==> config.mk <==
export PLATFORM = sky130hd
export DESIGN_NAME = edi_shade
export DESIGN_NICKNAME = d
export VERILOG_FILES = /design/src/hw/rtl/embossed_disabled_icon_defines.svh /design/src/hw/rtl/edi_pkg.sv /design/src/hw/rtl/edi_shade.sv
export SDC_FILE = /design/constraint.sdc
export NUM_CORES = 2
export LEC_CHECK = 0
export BUFFER_PORTS_ARGS = -buffer_cell sky130_fd_sc_hd__buf_2
export CAP_MARGIN = 15
export CORE_ASPECT_RATIO = 0.6
export CORE_UTILIZATION = 45
export CTS_CLUSTER_SIZE = 10
export DETAILED_ROUTE_END_ITERATION = 16
export GPL_TIMING_DRIVEN = 0
export PLACE_DENSITY = 0.71
export SLEW_MARGIN = 5
export SYNTH_ARGS = -nofsm -noshare
export SYNTH_HDL_FRONTEND = slang
export SYNTH_SLANG_ARGS = --single-unit
==> constraint.sdc <==
create_clock -name clk -period 12.9 [get_ports clk]
set_input_delay 1.935 -clock clk [delete_from_list [all_inputs] [get_ports clk]]
set_output_delay 1.935 -clock clk [all_outputs]
set_load 0.02 [all_outputs]
==> src/hw/rtl/embossed_disabled_icon_defines.svh <==
// Assertion macros used by the top-level RTL of the embossed disabled icon block.
`ifndef EMBOSSED_DISABLED_ICON_DEFINES_SVH
`define EMBOSSED_DISABLED_ICON_DEFINES_SVH
`ifndef NO_ASSERTIONS
`define EDI_ASSERT_NOW(lbl, clk, rst, cond) \
  lbl: assert property (@(posedge clk) disable iff (rst) (cond)) \
    else $error("edi check failed");
`define EDI_ASSERT_NEXT(lbl, clk, rst, ante, cons) \
  lbl: assert property (@(posedge clk) disable iff (rst) (ante) |=> (cons)) \
    else $error("edi check failed");
`else
`define EDI_ASSERT_NOW(lbl, clk, rst, cond)
`define EDI_ASSERT_NEXT(lbl, clk, rst, ante, cons)
`endif
`endif

==> src/hw/rtl/edi_pkg.sv <==
`timescale 1ns / 1ps
`default_nettype none
package edi_pkg;

  localparam int EDI_MAX_WIDTH = 256;

  localparam logic [7:0]  PIX_MAX     = 8'hFF;
  // Division of the channel sum by 3 as a multiply by 683 / 2048; exact for sums up to 765.
  localparam logic [9:0]  GRAY_RECIP  = 10'd683;

  localparam logic [8:0]  WIDTH_RST   = 9'd16;
  localparam logic [8:0]  HEIGHT_RST  = 9'd16;
  localparam logic [23:0] BASE_RST    = 24'hFFFFFF;
  localparam logic [23:0] BUTTON_RST  = 24'hC0C0C0;
  localparam logic [23:0] FG_RST      = 24'h000000;

  typedef enum logic [2:0] {
    REG_WIDTH  = 3'd0,
    REG_HEIGHT = 3'd1,
    REG_BASE   = 3'd2,
    REG_BUTTON = 3'd3,
    REG_FG     = 3'd4
  } cfg_reg_t;

  typedef enum logic [2:0] {
    ST_IDLE,
    ST_GRAY,
    ST_TINT,
    ST_MIX,
    ST_EMIT
  } state_t;

  typedef enum logic [2:0] {
    K_COMP,
    K_EDGE,
    K_EMPTY,
    K_BOTTOM,
    K_NONE
  } kind_t;

  typedef struct packed {
    logic take;
    logic gray;
    logic tint;
    logic mix;
  } edi_ctrl_t;

  function automatic logic [7:0] gray_of(input logic [31:0] px);
    logic [9:0]  sum;
    logic [19:0] prod;
    sum  = 10'(px[23:16]) + 10'(px[15:8]) + 10'(px[7:0]);
    prod = 20'(sum) * 20'(GRAY_RECIP);
    return prod[18:11];
  endfunction

  // Per channel (hi*w + lo*(255-w)) >> 8 on packed RGB.
  function automatic logic [23:0] mix_rgb(input logic [7:0] w, input logic [23:0] hi,
                                          input logic [23:0] lo);
    logic [15:0] acc;
    logic [23:0] res;
    logic [7:0]  wi;
    wi  = PIX_MAX - w;
    res = '0;
    for (int c = 0; c < 3; c++) begin
      acc = 16'(hi[8*c +: 8]) * 16'(w) + 16'(lo[8*c +: 8]) * 16'(wi);
      res[8*c +: 8] = acc[15:8];
    end
    return res;
  endfunction

endpackage
`default_nettype wire

==> src/hw/rtl/edi_shade.sv <==
`timescale 1ns / 1ps
`default_nettype none
module edi_shade import edi_pkg::*; (
  input  wire logic        clk,
  input  wire edi_ctrl_t   ctrl,
  input  wire logic [31:0] src,
  input  wire logic [31:0] above,
  input  wire logic        present,
  input  wire logic [23:0] base,
  input  wire logic [23:0] button,
  input  wire logic [23:0] fg,
  output logic      [31:0] comp,
  output logic      [23:0] shd_src,
  output logic      [23:0] shd_abv,
  output logic      [7:0]  abv_a
);

  logic [7:0]  v_src;
  logic [7:0]  v_abv;
  logic [7:0]  v_ul;
  logic [23:0] face;
  logic [31:0] ul_px;
  logic [23:0] ul_shd;
  logic [7:0]  ul_a;
  logic [7:0]  under_a;
  logic [23:0] under_rgb;
  logic [7:0]  src_a;

  assign src_a     = src[31:24];
  assign under_rgb = present ? ul_shd : button;
  assign under_a   = present ? ul_a : 8'h00;

  always_ff @(posedge clk) begin
    // The entry read for the last item is the up-left neighbor of this one. Its shadow
    // is worked out again here so that it follows the current colors.
    if (ctrl.take) begin
      ul_px <= above;
    end
    if (ctrl.gray) begin
      v_src <= gray_of(src);
      v_abv <= gray_of(above);
      v_ul  <= gray_of(ul_px);
      abv_a <= above[31:24];
      ul_a  <= ul_px[31:24];
    end
    if (ctrl.tint) begin
      face    <= mix_rgb(v_src, button, fg);
      shd_src <= mix_rgb(v_src, button, base);
      shd_abv <= mix_rgb(v_abv, button, base);
      ul_shd  <= mix_rgb(v_ul, button, base);
    end
    if (ctrl.mix) begin
      comp <= {(src_a > under_a) ? src_a : under_a, mix_rgb(src_a, face, under_rgb)};
    end
  end

endmodule
`default_nettype wire

==> out/metrics.csv <==
stage,metric,value,unit
synthesis,proportion of synthesized chip area in sequential cells,8.703,%
cells_and_area,Final nets,9996,
critical_path,type of origin of the critical path,register,
synthesis,Unique masters post-synth,59,
sta,# setup viols final,0,
cells_and_area,share of layout cells above drive strength 1,4.860,%
cts,H-tree levels,4,
detailed_routing,final antenna-violating net count,0,
synthesis,post-synthesis area per instance,9.553,um^2
global_route,grt ovf,0,
synthesis,"EDFF count, synth",200,
synthesis,multiplexer share of the synthesized area,0.4660,%
sta,Post-Route Setup TNS,0,ps
sta,unrepaired setup endpoints after global routing,no,
sta,Least-Margin Pin Slew,1332,ps
global_route,first-pass GRT wire length,318500,um
critical_path,CP max stage delay,870,ps
cells_and_area,area delta synth->final,6.514,%
cts,Root Driver,clkbuf_16,
hold_path,hold path start,ul_px[25],
die,io pins,230,
synthesis,"Primary FF master, synth",edfxtp_1,
synthesis,Post-synth ARST share,0,%
critical_path,R2R cell count,30,
synthesis,Synth Area in Simple Gates,15.71,%
critical_path,CP Max Fanout,10,
critical_path,beginning of the critical path,v_src[6],
cts,CTS tree,done,
detailed_routing,WL final,207300,um
global_route,vias in the first global route,52840,
cts,Num CTS Buffers,17,
cts,# Post-CTS Setup Buffers,0,
detailed_routing,wire length on met1,91060,um
synthesis,main combinational cell family by area after synthesis,adder cells,
die,die outline width,507.6,um
sta,clk_skew,33.61,ps
critical_path,Critical Path Sink,face[7],
global_route,Total Routing Usage GR,27.66,%
cts,Post-CTS Hold Buffers,0,
cells_and_area,post-route insts no fill,9536,
synthesis,synthesized flop and latch total,200,
critical_path,Setup crit end kind,register,
die,Initial Util,45.66,%
critical_path,CP max-delay cell,clkbuf_1,
detailed_routing,vias,49890,
sta,"Period Utilization, post-route",78.77,%
cts,"Clk Latency, worst-skew pair",590,ps
cells_and_area,FF/Latch Area,6006,um^2
sta,relative slew slack,11.22,%
critical_path,Worst R2R End,face[7],
critical_path,Worst EP required,13210,ps
sta,post-layout minimum cycle time,10160,ps
die,Core Region,151100,um^2
detailed_routing,met3 wire len,29930,um
detailed_routing,DR WL/cell,21.74,um
die,Die Height,305.3,um
cells_and_area,area of the multi-input gates,55280,um^2
die,# rows,110,
cts,Resized cells post-CTS,0,
sta,Max Fclk,0.09841,GHz
critical_path,worst r2r src,v_src[6],
synthesis,Synth Cell Area,69010,um^2
die,DIE AREA,155000,um^2
cts,Max Root-Sink Buffers,2,
place,GPL Wtd Cong,0.9885,
critical_path,R2R setup slack,2740,ps
hold_path,HP Class,reg -> reg,
detailed_routing,DR iter-0 viols,4147,
cells_and_area,final core occ,48.64,%
critical_path,kind of critical path,reg -> reg,
synthesis,cells after synthesis,7224,
detailed_routing,DR WL met2,81720,um
synthesis,Synth Area in Compound Gates,3.206,%
synthesis,adder and majority gate portion of the synthesized area,57.75,%
place,Placed Cells,9472,
detailed_routing,DRC Markers,0,
cells_and_area,FILL cells,14110,
synthesis,Post-Synth XOR/XNOR Area,2.970,%
detailed_routing,Detailed Routing Iterations Pass 1,10,
sta,final slew viol count,0,
flow_run,Max Cap Viol,0,
run_status,status,"complete, no violations",
synthesis,Yosys warning count,0,
place,post-DP HPWL,175200,um
synthesis,post-synthesis net count,9743,
detailed_routing,vias per std cell,5.231,
critical_path,"Data arrival, critical path",10470,ps
detailed_routing,top sig layer,met5,
sta,Fin. Hold Viols,0,
global_route,largest net degree at the start of global routing,67,
critical_path,"most used cell, CP",fa_1,
global_route,initial antenna violation count,61,
place,port buffer count,227,
cts,clock sink total,200,
cts,clk slew on worst S/H paths,100,ps
==> routing by layer <==
| layer | vias to the layer above | track usage [%] |
|---|---|---|
| met1 | 25170 | 40.11 |
| li1 | 21970 | - |
| met2 | 2438 | 38.01 |
| met5 | - | 0.5864 |
| met3 | 277 | 11.44 |
| met4 | 30 | 5.984 |
==> state kept, by name, indices dropped and copies added, names as in the netlist <==
register and flops:
shd_src 24, ul_a 8, ul_shd 24, comp 32
face 24, shd_abv 24, v_ul 8, abv_a 8
v_abv 8, ul_px 32, v_src 8
==> synthesized netlist by cell type, types with 7 or more instances <==
library cell  instances  area (um^2)
a211o_1              12        105.1
a21o_1               33        247.7
a21oi_1              96        480.5
a21oi_2              10        87.58
and2_1              418         2615
clkbuf_1            277         1040
edfxtp_1            200         6006
fa_1               1347        26970
ha_1               1030        12890
inv_1              1775         6663
mux2i_1              31        310.3
nand2_1             376         1411
nand2b_1            326         2039
nand4_1               7        43.79
nor2_1              256        960.9
nor2b_1             474         2965
nor3_1               40        200.2
o21a_1               46        345.3
o21ai_0              57        285.3
o21bai_1             15        112.6
or2_2                71        444.2
or3_1                 7        43.79
xnor2_1             181         1585
xor2_1               53        464.2
==> worst min path at each step <==
stage,to,slack [ps],depth (start not counted)
after global routing,ul_a[6],430,0
after floorplan,ul_a[0],400,0
after global placement,ul_a[7],410,0
final,ul_a[1],420,0
after CTS,ul_a[1],420,0
after detailed placement,ul_a[2],410,0
==> layout make-up <==
type	instances	share of cell area (%)
buffer	282	1.440
sequential	200	8.171
inverter	1776	9.069
clock buffer	17	0.5788
tap	2016	3.432
timing repair buffer	234	1.668
multi-input combinational	4966	75.20
clock inverter	15	0.3353
antenna	30	0.1021
==> worst max-delay path: cells and delay by family (launching register included) <==
kind	cells	cell delay [ps]
XOR/XNOR	2	270
AO/OA/AOI/OAI	8	2010
buffers and inverters	9	2480
adder cells (fa/ha/maj)	10	4580
flip-flops	1	350
AND/OR/NAND/NOR	1	160
==> through the flow <==
| stage | hold WS [ps] | setup slack (ps) | cell area [um^2] |
|---|---|---|---|
| 2_1_floorplan | 400.3 | 3833 | 69010 |
| 3_3_place_gp | 405.0 | 2552 | 72670 |
| 3_5_place_dp | 405.4 | 2474 | 72740 |
| 4_1_cts | 417.4 | 2903 | 73410 |
| 5_1_grt | 431.9 | 2422 | 73470 |
| 6_report | 418.6 | 2739 | 73500 |
==> cell families after synthesis <==
| logic type | after synthesis |
|---|---|
| DFF | 200 |
| muxes | 32 |
| AOI/OAI and AO/OA | 330 |
| xor gates and xnor gates | 234 |
| adders and majority gates | 2377 |
| buffers and inverters | 2058 |
| and+or+nand+nor | 1993 |
==> cells in the final DEF, fill, tap and decap left out, types with 7 or more instances in the layout <==
cell type,n
inv_1,1775
clkbuf_1,277
ha_1,1030
nor2b_1,474
nand2b_1,326
fa_1,1347
diode_2,30
edfxtp_1,200
or3_1,7
nor2_1,256
a21o_1,33
nand4_1,7
a21oi_1,96
o21bai_1,15
nor3_1,40
a21oi_2,10
xor2_1,53
xnor2_1,181
clkbuf_16,17
o21a_1,46
and2_1,418
o21ai_0,57
nand2_1,376
mux2i_1,31
or2_2,71
a211o_1,12
buf_2,226
Power is left out: the tool's default activity adds up to more than one toggle a clock period on the data nets, which glitch-free logic cannot reach.
